$ cat src/gmda_pkg.sv
package gmda_pkg;

    localparam int unsigned RATE_W  = 16;
    localparam int unsigned GAIN_W  = 24;
    localparam int unsigned STEP_W  = 24;
    localparam int unsigned TOTAL_W = 32;
    localparam int unsigned SUMSQ_W = 32;
    localparam int unsigned MAG_W   = 16;
    localparam int unsigned PROD_W  = MAG_W + GAIN_W;

    // metres per count per interval, 32 fractional bits
    localparam logic [GAIN_W-1:0] GAIN_RESET = 24'd590319;

    // step = product >> STEP_SHIFT
    localparam int unsigned STEP_SHIFT = 16;

    // isqrt: one result bit per round
    localparam int unsigned          SQRT_ROUNDS   = 16;
    localparam logic [SUMSQ_W-1:0]   SQRT_BIT_INIT = 32'h4000_0000;

    typedef struct packed {
        logic busy;
        logic done;
    } sqrt_stat_t;

endpackage

$ cat src/gyro_magnitude_distance_accumulator.sv
// Gyro distance accumulator. Takes one word of three signed 16-bit raw rates,
// forms floor(sqrt(x^2+y^2+z^2)), scales it by distance_gain (32 fractional
// bits) to a Q8.16 step distance, and adds that to a saturating Q16.16 total;
// restart=1 drops the old total first. One word is in flight at a time and
// in_stall stays high while it is worked on: the squares go through the shared
// multiplier, the bit-serial square root settles and raises its done flag,
// then the block scales the root, writes the result register and returns to
// idle before the next word is taken. The result register lets a new word be
// taken while the previous result waits on out_stall; the write step holds
// until that register is free. distance_gain is written through the cfg
// channel (always ready) and resets to 590319.
module gyro_magnitude_distance_accumulator (
    input  logic                                clk,
    input  logic                                rst_n,
    input  logic                                in_valid,
    output logic                                in_stall,
    input  logic signed [gmda_pkg::RATE_W-1:0]  rate_x,
    input  logic signed [gmda_pkg::RATE_W-1:0]  rate_y,
    input  logic signed [gmda_pkg::RATE_W-1:0]  rate_z,
    input  logic                                restart,
    output logic                                out_valid,
    input  logic                                out_stall,
    output logic [gmda_pkg::STEP_W-1:0]         step_distance,
    output logic [gmda_pkg::TOTAL_W-1:0]        running_total,
    output logic                                total_saturated,
    input  logic                                cfg_valid,
    output logic                                cfg_ready,
    input  logic [gmda_pkg::GAIN_W-1:0]         cfg_data
);

    typedef enum logic [4:0] {
        ST_IDLE   = 5'b00001,
        ST_SQUARE = 5'b00010,
        ST_ROOT   = 5'b00100,
        ST_SCALE  = 5'b01000,
        ST_WRITE  = 5'b10000
    } state_t;

    state_t state_reg, state_next;

    // latched input word
    logic signed [gmda_pkg::RATE_W-1:0] x_reg, y_reg, z_reg;
    logic                               restart_reg;

    logic [1:0]                         cnt_reg, cnt_next;
    logic [gmda_pkg::SUMSQ_W-1:0]       sum_reg, sum_next;
    logic [gmda_pkg::GAIN_W-1:0]        gain_reg;
    logic [gmda_pkg::TOTAL_W-1:0]       total_reg;

    logic                               out_valid_reg;
    logic [gmda_pkg::STEP_W-1:0]        step_out_reg;

    // shared multiplier operands
    logic signed [gmda_pkg::RATE_W-1:0] axis;
    logic [gmda_pkg::RATE_W:0]          axis_ext;
    logic [gmda_pkg::RATE_W:0]          axis_abs;
    logic [gmda_pkg::MAG_W-1:0]         mul_a;
    logic [gmda_pkg::GAIN_W-1:0]        mul_b;
    logic [gmda_pkg::PROD_W-1:0]        mul_p;

    gmda_pkg::sqrt_stat_t               sqrt_stat;
    logic                               sqrt_start;
    logic [gmda_pkg::MAG_W-1:0]         mag;

    logic                               in_accept;
    logic                               out_free;
    logic                               do_write;
    logic [gmda_pkg::STEP_W-1:0]        step_val;
    logic [gmda_pkg::TOTAL_W-1:0]       base;
    logic [gmda_pkg::TOTAL_W:0]         total_sum;
    logic [gmda_pkg::TOTAL_W-1:0]       total_new;

    assign in_stall  = (state_reg != ST_IDLE);
    assign in_accept = in_valid && !in_stall;
    assign cfg_ready = 1'b1;

    // axis select for the three squares
    always_comb
    begin
        case (cnt_reg)
            2'd0:    axis = x_reg;
            2'd1:    axis = y_reg;
            2'd2:    axis = z_reg;
            default: axis = x_reg;
        endcase
    end

    assign axis_ext = {axis[gmda_pkg::RATE_W-1], axis};
    assign axis_abs = axis[gmda_pkg::RATE_W-1] ? (~axis_ext + 1'b1) : axis_ext;

    // squares in SQUARE, magnitude * gain otherwise (held through WRITE)
    always_comb
    begin
        if (state_reg == ST_SQUARE)
        begin
            mul_a = axis_abs[gmda_pkg::MAG_W-1:0];
            mul_b = gmda_pkg::GAIN_W'(axis_abs[gmda_pkg::MAG_W-1:0]);
        end
        else
        begin
            mul_a = mag;
            mul_b = gain_reg;
        end
    end

    gmda_mul u_mul (
        .clk (clk),
        .a   (mul_a),
        .b   (mul_b),
        .p   (mul_p)
    );

    // product is registered, so it is added on counts 1..3
    assign sum_next   = (cnt_reg == 2'd0) ? sum_reg
                                          : sum_reg + mul_p[gmda_pkg::SUMSQ_W-1:0];
    assign sqrt_start = (state_reg == ST_SQUARE) && (cnt_reg == 2'd3);

    gmda_isqrt u_isqrt (
        .clk     (clk),
        .rst_n   (rst_n),
        .start   (sqrt_start),
        .operand (sum_next),
        .stat    (sqrt_stat),
        .root    (mag)
    );

    // product < 2^40, so the step never overflows 24 bits
    assign step_val  = mul_p[gmda_pkg::STEP_SHIFT +: gmda_pkg::STEP_W];
    assign base      = restart_reg ? '0 : total_reg;
    assign total_sum = {1'b0, base} + (gmda_pkg::TOTAL_W + 1)'(step_val);
    assign total_new = total_sum[gmda_pkg::TOTAL_W] ? '1
                                                    : total_sum[gmda_pkg::TOTAL_W-1:0];

    assign out_free = !out_valid_reg || !out_stall;
    assign do_write = (state_reg == ST_WRITE) && out_free;

    always_comb
    begin
        state_next = state_reg;
        cnt_next   = cnt_reg;
        unique case (state_reg)
            ST_IDLE:
            begin
                cnt_next = 2'd0;
                if (in_accept)
                begin
                    state_next = ST_SQUARE;
                end
            end
            ST_SQUARE:
            begin
                cnt_next = cnt_reg + 2'd1;
                if (cnt_reg == 2'd3)
                begin
                    state_next = ST_ROOT;
                end
            end
            ST_ROOT:
            begin
                if (sqrt_stat.done)
                begin
                    state_next = ST_SCALE;
                end
            end
            ST_SCALE:
            begin
                state_next = ST_WRITE;
            end
            ST_WRITE:
            begin
                if (out_free)
                begin
                    state_next = ST_IDLE;
                end
            end
            default:
            begin
                state_next = ST_IDLE;
            end
        endcase
    end

    always_ff @(posedge clk or negedge rst_n)
    begin
        if (!rst_n)
        begin
            state_reg     <= ST_IDLE;
            cnt_reg       <= 2'd0;
            gain_reg      <= gmda_pkg::GAIN_RESET;
            total_reg     <= '0;
            out_valid_reg <= 1'b0;
        end
        else
        begin
            state_reg <= state_next;
            cnt_reg   <= cnt_next;
            if (cfg_valid && cfg_ready)
            begin
                gain_reg <= cfg_data;
            end
            if (do_write)
            begin
                total_reg     <= total_new;
                out_valid_reg <= 1'b1;
            end
            else if (!out_stall)
            begin
                out_valid_reg <= 1'b0;
            end
        end
    end

    always_ff @(posedge clk)
    begin
        if (in_accept)
        begin
            x_reg       <= rate_x;
            y_reg       <= rate_y;
            z_reg       <= rate_z;
            restart_reg <= restart;
            sum_reg     <= '0;
        end
        else if (state_reg == ST_SQUARE)
        begin
            sum_reg <= sum_next;
        end
        if (do_write)
        begin
            step_out_reg <= step_val;
        end
    end

    assign out_valid       = out_valid_reg;
    assign step_distance   = step_out_reg;
    assign running_total   = total_reg;
    assign total_saturated = (total_reg == '1);

    // a new result only comes from the write step
    a_rise_from_write: assert property (@(posedge clk) disable iff (!rst_n)
        $rose(out_valid_reg) |-> $past(state_reg == ST_WRITE))
        else $error("result appeared outside write step");

    // root done only while the sequencer waits on it
    a_done_in_root: assert property (@(posedge clk) disable iff (!rst_n)
        sqrt_stat.done |-> (state_reg == ST_ROOT))
        else $error("sqrt done outside ROOT");

    // square root is idle whenever a new word may be taken
    a_idle_no_sqrt: assert property (@(posedge clk) disable iff (!rst_n)
        (state_reg == ST_IDLE) |-> !sqrt_stat.busy)
        else $error("sqrt busy while idle");

    // sqrt starts from SQUARE and is busy in the next cycle
    a_start_busy: assert property (@(posedge clk) disable iff (!rst_n)
        sqrt_start |=> (sqrt_stat.busy && (state_reg == ST_ROOT)))
        else $error("sqrt did not start");

endmodule

$ cat src/gmda_mul.sv
// Shared multiplier, registered product.
module gmda_mul (
    input  logic                              clk,
    input  logic [gmda_pkg::MAG_W-1:0]        a,
    input  logic [gmda_pkg::GAIN_W-1:0]       b,
    output logic [gmda_pkg::PROD_W-1:0]       p
);

    logic [gmda_pkg::PROD_W-1:0] p_reg;
    logic [gmda_pkg::PROD_W-1:0] p_next;

    assign p_next = gmda_pkg::PROD_W'(a) * gmda_pkg::PROD_W'(b);

    always_ff @(posedge clk)
    begin
        p_reg <= p_next;
    end

    assign p = p_reg;

endmodule

$ cat src/gmda_isqrt.sv
// Floor square root, one bit per cycle.
module gmda_isqrt (
    input  logic                              clk,
    input  logic                              rst_n,
    input  logic                              start,
    input  logic [gmda_pkg::SUMSQ_W-1:0]      operand,
    output gmda_pkg::sqrt_stat_t              stat,
    output logic [gmda_pkg::MAG_W-1:0]        root
);

    localparam int unsigned RW = $clog2(gmda_pkg::SQRT_ROUNDS);

    logic [gmda_pkg::SUMSQ_W-1:0] rem_reg,  rem_next;
    logic [gmda_pkg::SUMSQ_W-1:0] root_reg, root_next;
    logic [gmda_pkg::SUMSQ_W-1:0] bit_reg,  bit_next;
    logic [RW-1:0]                round_reg, round_next;
    logic                         busy_reg, busy_next;
    logic                         done_reg, done_next;
    logic [gmda_pkg::SUMSQ_W-1:0] trial;

    assign trial = root_reg + bit_reg;

    always_comb
    begin
        rem_next   = rem_reg;
        root_next  = root_reg;
        bit_next   = bit_reg;
        round_next = round_reg;
        busy_next  = busy_reg;
        done_next  = 1'b0;
        if (start)
        begin
            rem_next   = operand;
            root_next  = '0;
            bit_next   = gmda_pkg::SQRT_BIT_INIT;
            round_next = '0;
            busy_next  = 1'b1;
        end
        else if (busy_reg)
        begin
            if (rem_reg >= trial)
            begin
                rem_next  = rem_reg - trial;
                root_next = (root_reg >> 1) + bit_reg;
            end
            else
            begin
                root_next = root_reg >> 1;
            end
            bit_next   = bit_reg >> 2;
            round_next = round_reg + RW'(1);
            if (round_reg == RW'(gmda_pkg::SQRT_ROUNDS - 1))
            begin
                busy_next = 1'b0;
                done_next = 1'b1;
            end
        end
    end

    always_ff @(posedge clk or negedge rst_n)
    begin
        if (!rst_n)
        begin
            busy_reg  <= 1'b0;
            done_reg  <= 1'b0;
            round_reg <= '0;
        end
        else
        begin
            busy_reg  <= busy_next;
            done_reg  <= done_next;
            round_reg <= round_next;
        end
    end

    always_ff @(posedge clk)
    begin
        rem_reg  <= rem_next;
        root_reg <= root_next;
        bit_reg  <= bit_next;
    end

    assign stat.busy = busy_reg;
    assign stat.done = done_reg;
    assign root      = root_reg[gmda_pkg::MAG_W-1:0];

endmodule

$ cat config.mk
export PLATFORM = sky130hd
export DESIGN_NAME = gyro_magnitude_distance_accumulator
export DESIGN_NICKNAME = d
export VERILOG_FILES = /design/src/gmda_pkg.sv /design/src/gyro_magnitude_distance_accumulator.sv /design/src/gmda_mul.sv /design/src/gmda_isqrt.sv
export SDC_FILE = /design/constraint.sdc
export NUM_CORES = 2
export LEC_CHECK = 0
export BUFFER_PORTS_ARGS = -buffer_cell sky130_fd_sc_hd__buf_4
export CAP_MARGIN = 25
export CORE_ASPECT_RATIO = 0.8
export CORE_MARGIN = 2
export CORE_UTILIZATION = 55
export CTS_CLUSTER_DIAMETER = 100
export CTS_CLUSTER_SIZE = 24
export DETAILED_ROUTE_END_ITERATION = 12
export GPL_TIMING_DRIVEN = 0
export PLACE_DENSITY = 0.72
export SLEW_MARGIN = 30
export SYNTH_ARGS = -nofsm -noshare
export SYNTH_HDL_FRONTEND = slang
export SYNTH_HIERARCHICAL = 1
export SYNTH_SLANG_ARGS = --single-unit
$ cat constraint.sdc
create_clock -name clk -period 17.01 [get_ports clk]
set_input_delay 0.8505 -clock clk [delete_from_list [all_inputs] [get_ports clk]]
set_output_delay 0.8505 -clock clk [all_outputs]
set_load 0.02 [all_outputs]
==> Yosys cells after proc, flatten, opt, wreduce, memory -nomap -nowiden <==
Index checks and enable logic that the tools add are counted.
{ "totals": {"reg_bits": 295, "output_inout_bits": 60, "in_bits": 78, "elab_cells": 85} }
{ "classes": {"n_eq_ne": 16, "n_bitwise": 1, "order_cmp": 1, "multipliers": 1, "reduce_logical": 13, "muxes": 27, "n_addsub": 8} }
{ "op_table": {"columns": ["operator", "count"], "rows": [
  ["two-way mux 32 bit", 7],
  ["multiplier 16 x 24 -> 40 bit", 1],
  ["adder 32 x 24 -> 33 bit", 1],
  ["adder 31 x 31 -> 32 bit", 1],
  ["adder 32 x 31 -> 32 bit", 1],
  ["adder 32 bit", 1],
  ["equality test 32 bit (second input constant)", 1],
  ["greater-or-equal comparator 32 bit", 1],
  ["two-way mux 16 bit", 2],
  ["case mux 16 bit (2 select lines)", 1],
  ["subtractor 32 bit", 1],
  ["case mux 5 bit (5 select lines)", 1],
  ["two-way mux 24 bit", 1],
  ["two-way mux 5 bit", 4],
  ["adder 16 x 1 -> 16 bit (second input constant)", 1],
  ["inverter 16 bit", 1],
  ["two-way mux 1 bit", 8],
  ["two-way mux 4 bit", 2],
  ["inequality test 2 x 1 -> 1 bit (second input constant)", 3],
  ["nonzero test 2 bit", 3],
  ["equality test 5 x 1 -> 1 bit (second input constant)", 1],
  ["equality test 5 x 2 -> 1 bit (second input constant)", 1],
  ["equality test 5 x 3 -> 1 bit (second input constant)", 1],
  ["equality test 5 x 4 -> 1 bit (second input constant)", 1],
  ["15 further kinds", 21]
]} }

==> Depth between registers and ports, before layout <==
{ "logic_depth": {"word_depth": 7, "ltp_mapped": 36, "depth_no_buf": 32} }

==> Modules after synthesis <==
Netlist, hierarchy kept.
{ "by_module_without_submodules": {"columns": ["module", "n_inst", "area_per_inst_um2", "cells_each", "seq_area_each_um2"], "rows": [
  ["gmda_mul", 1, 13188.9, 1463, 800.8],
  ["gyro_magnitude_distance_accumulator", 1, 10395.0, 1109, 4448.0],
  ["gmda_isqrt", 1, 7394.6, 893, 2072.0]
]} }

==> Worst setup path before layout <==
OpenSTA, ideal clock, no wires.
{ "synth_path": {"path_type": "register to register", "start": "reg cnt_reg[0]", "end": "reg u_mul.p_reg (netlist bit u_mul/p[32])", "synth_period_minus_slack_ns": 8.128, "setup_ns": 0.072, "t_required_ns": 16.938, "arrival_ns": 8.056, "slack_ns": 8.882, "path_buffers": 3, "stages_incl_launch_ff": 33, "path_cell_list": "dfrtp_1 inv_1 ha_1 buf_4 buf_2 o21ai_0 nand4_1 o31ai_1 xnor2_1 nor2_1 nor2_1 clkbuf_1 nand2_1 fa_1 inv_1 fa_1 inv_1 fa_1 inv_1 fa_1 fa_1 inv_1 fa_1 inv_1 ha_1 a21o_1 a31o_1 a211oi_2 a31oi_2 a41oi_4 o311ai_4 a311oi_2 xnor2_1"} }
{ "synth_between": {"elab_chain_cells": 7, "elab_cells_between_ends": 9, "cone_classes": "add/sub: 1; mul: 1; eq/ne: 2; mux: 4; bitwise: 1"} }
{ "synth_rtl": {"columns": ["item", "line", "source"], "rows": [
  ["start: declaration", "gyro_magnitude_distance_accumulator.sv:45", "logic [1:0] cnt_reg, cnt_next;"],
  ["start signal: assignment", "gyro_magnitude_distance_accumulator.sv:196", "cnt_reg <= cnt_next;"],
  ["equality test 2 bit / equality test 2 x 1 -> 1 bit (equally long branches)", "gyro_magnitude_distance_accumulator.sv:80", "case (cnt_reg)"],
  ["case mux 16 bit (2 select lines) *", "gyro_magnitude_distance_accumulator.sv:80", null],
  ["inverter 16 bit", "gyro_magnitude_distance_accumulator.sv:89", "assign axis_abs = axis[gmda_pkg::RATE_W-1] ? (~axis_ext + 1'b1) : axis_ext;"],
  ["adder 16 x 1 -> 16 bit", "gyro_magnitude_distance_accumulator.sv:89", null],
  ["two-way mux 16 bit *", "gyro_magnitude_distance_accumulator.sv:89", null],
  ["two-way mux 24 bit *", "gyro_magnitude_distance_accumulator.sv:94", "if (state_reg == ST_SQUARE)"],
  ["via mul_b, one bit", "gyro_magnitude_distance_accumulator.sv:58", "logic [gmda_pkg::GAIN_W-1:0] mul_b;"],
  ["multiplier 16 x 24 -> 40 bit *", "gmda_mul.sv:12", "assign p_next = gmda_pkg::PROD_W'(a) * gmda_pkg::PROD_W'(b);"],
  ["via u_mul.p_next, one bit", "gmda_mul.sv:10", "logic [gmda_pkg::PROD_W-1:0] p_next;"],
  ["end signal: assignment", "gmda_mul.sv:16", "p_reg <= p_next;"],
  ["end: declaration", "gmda_mul.sv:9", "logic [gmda_pkg::PROD_W-1:0] p_reg;"]
]} }
Mark *: on every way through the listed nets, which the timed path passes. The rest lies on a longest branch.
A chain may end at the register's enable or synchronous reset.

==> Final worst setup path <==
{ "layout_path": {"start": "reg cnt_reg[0]", "end": "reg u_mul.p_reg (netlist bit u_mul/p[36])"} }
{ "layout_between": {"elab_chain_cells": 7, "elab_cells_between_ends": 9, "cone_classes": "add/sub: 1; mul: 1; eq/ne: 2; mux: 4; bitwise: 1"} }
{ "layout_rtl": {"columns": ["item", "line", "source"], "rows": [
  ["equality test 2 bit / equality test 2 x 1 -> 1 bit (equally long branches)", "gyro_magnitude_distance_accumulator.sv:80", null],
  ["case mux 16 bit (2 select lines) *", "gyro_magnitude_distance_accumulator.sv:80", null],
  ["inverter 16 bit", "gyro_magnitude_distance_accumulator.sv:89", null],
  ["adder 16 x 1 -> 16 bit", "gyro_magnitude_distance_accumulator.sv:89", null],
  ["two-way mux 16 bit *", "gyro_magnitude_distance_accumulator.sv:89", null],
  ["two-way mux 16 bit *", "gyro_magnitude_distance_accumulator.sv:94", null],
  ["via mul_a, one bit", "gyro_magnitude_distance_accumulator.sv:57", "logic [gmda_pkg::MAG_W-1:0] mul_a;"],
  ["multiplier 16 x 24 -> 40 bit *", "gmda_mul.sv:12", null],
  ["via u_mul.p_next, one bit", "gmda_mul.sv:10", null]
]} }
Marked as above.

==> flow_summary.toml <==
[status]
status = "complete, no violations"

[sta]
maxSlewHeadroom_pct = 42.15
grt_setup_unrepaired = "false"
finalHoldViolations = 0
maxSlewViolCount = 0
finalSetupViolCount = 0
min_period_ps = 9901
post-route-period-util_pct = 58.21
tns_ps = 0
clock_skew_ps = 27.75
max_freq_ghz = 0.1010
worst_pin_slew_ps = 864.5
setup_ws_ps = 7109

[worst_setup_path]
crit_type = "reg -> reg"
worst_setup_path_start_kind = "flip-flop"
max_stage_delay_ps = 700
cp_data_arrival_time_ps = 10320
crit_top_cell = "fa_1"
crit_path_end_kind = "flip-flop"
crit_path_max_fanout = 10
slowest_stage = "nor2_1"
path_delay_family = "adder cells"
crit_buf_inv = 7
cp.required_ps = 17430

[grt]
grt_usage_pct = 30.70
antenna_found_initial = 1
grt_pass1_wl_mm = 141.6
grt_max_degree = 71
first_global_vias = 24670
grt_overflow = 0

[detailed_routing]
wire_per_inst_um = 20.38
drt-vias-per-instance = 5.831
drt_wl_total_mm = 89.34
drt_first_pass_iters = 5
vias = 25560
drt_iter0_markers = 2432
postRouteAntennaNets = 0
drc = 0

[cts]
numClockSinks = 295
clkSlewWorstSetupHoldPaths_ps = 100
ctsResizeCount = 0
post_cts_buffers = 0
cts_made_buffers = 17
clkLatencyLatePin_ps = 550
cts-root-buf = "clkbuf_16"
ctsHoldBuffers = 0
cts_tree = "yes"
htree_num_levels = 1
clock_path_buffers = 3

[synth]
syn_area_mm2 = 0.03097
synth_cells = 3464
synth_warnings = 6
synth_fp_nets = 4090
avgSynthCellArea_um2 = 8.941

[floorplanning]
die_area_mm2 = 0.05824
die_x_um = 269.3
start_util_pct = 55.81
io_pins = 138
core_area_mm2 = 0.05549
die_h_um = 216.2
rows = 77

[worst_hold_path]
holdCritPathClass = "in -> async"

[final_layout]
nets = 4250
largest_register_ffs = 40
diodes = 0
layout-drive-gt1-share_pct = 9.053
area_growth_pct = 8.391

[placement]
dp_hpwl_mm = 71.93
gp_congestion = 0.9937
post-place-ws_ps = 7265
io_buffer_count = 135

[run]
drv_cap = 0
==> area by class of cell <==
| class | count | area [µm²] |
|---|---|---|
| Fill cell | 4955 | 21920 |
| Multi-Input combinational cell | 2598 | 21360 |
| Sequential cell | 295 | 7321 |
| Inverter | 408 | 1531 |
| Timing Repair Buffer | 141 | 1127 |
| Tap cell | 750 | 938.4 |
| Buffer | 163 | 782.0 |
| Clock buffer | 27 | 473.0 |
| Clock inverter | 2 | 40.04 |
==> through the flow <==
step / util (%) / hold WS (ps) / cell area [µm²] / std cells
final: 60.49 / 365.2 / 33570 / 4384
after global routing: 60.49 / 398.3 / 33570 / 4384
after CTS: 60.49 / 375.1 / 33570 / 4384
after detailed placement: 59.57 / 439.1 / 33060 / 4355
after global placement: 59.33 / 436.0 / 32920 / 4349
after floorplan: - / 414.8 / 30970 / 3464
==> cell usage in the layout (no fill, tap or decap), drive strengths merged, types with 12 or more instances in the layout <==
cell    instances
nand2         470
inv           408
fa            309
ha            239
nor2          210
and2          198
buf           195
a21oi         180
o21ai         175
clkbuf        136
dfxtp         120
edfxtp        105
xnor2          83
xor2           77
a31oi          61
dfrtp          59
a21o           57
o21a           42
nor2b          41
nor3           39
mux2i          35
nand3          33
mux2           33
a211oi         29
and3           28
nand4          25
o211ai         20
o21bai         19
a22oi          19
or3            19
o31ai          17
a311oi         14
a221oi         13
nand2b         12
==> final timing paths <==
path | slack, ps | depth (start not counted) | start | to
worst max register to register | 7110 | 32 | cnt_reg[0] | u_mul/p[36]
worst min register to register | 450 | 0 | u_mul/p[32] | step_distance[16]
worst min-delay path | 370 | 1 | rst_n | u_isqrt/busy_reg
max in group asynchronous | 16080 | 1 | rst_n | gain_reg[23]
worst max-delay path | 7110 | 32 | cnt_reg[0] | u_mul/p[36]
min in group clk | 450 | 0 | u_mul/p[32] | step_distance[16]
==> metal layers <==
metal | global-route usage, % | vias up | share of wire, %
li1 | - | 11910 | -
met1 | 46.77 | 12310 | 46
met2 | 43.44 | 1220 | 40
met3 | 8.377 | 121 | 11
met4 | 6.389 | 2 | 2.3
met5 | 0 | - | 0.015
Power is left out: the tool's default activity adds up to more than one toggle a clock period on the data nets, which glitch-free logic cannot reach.
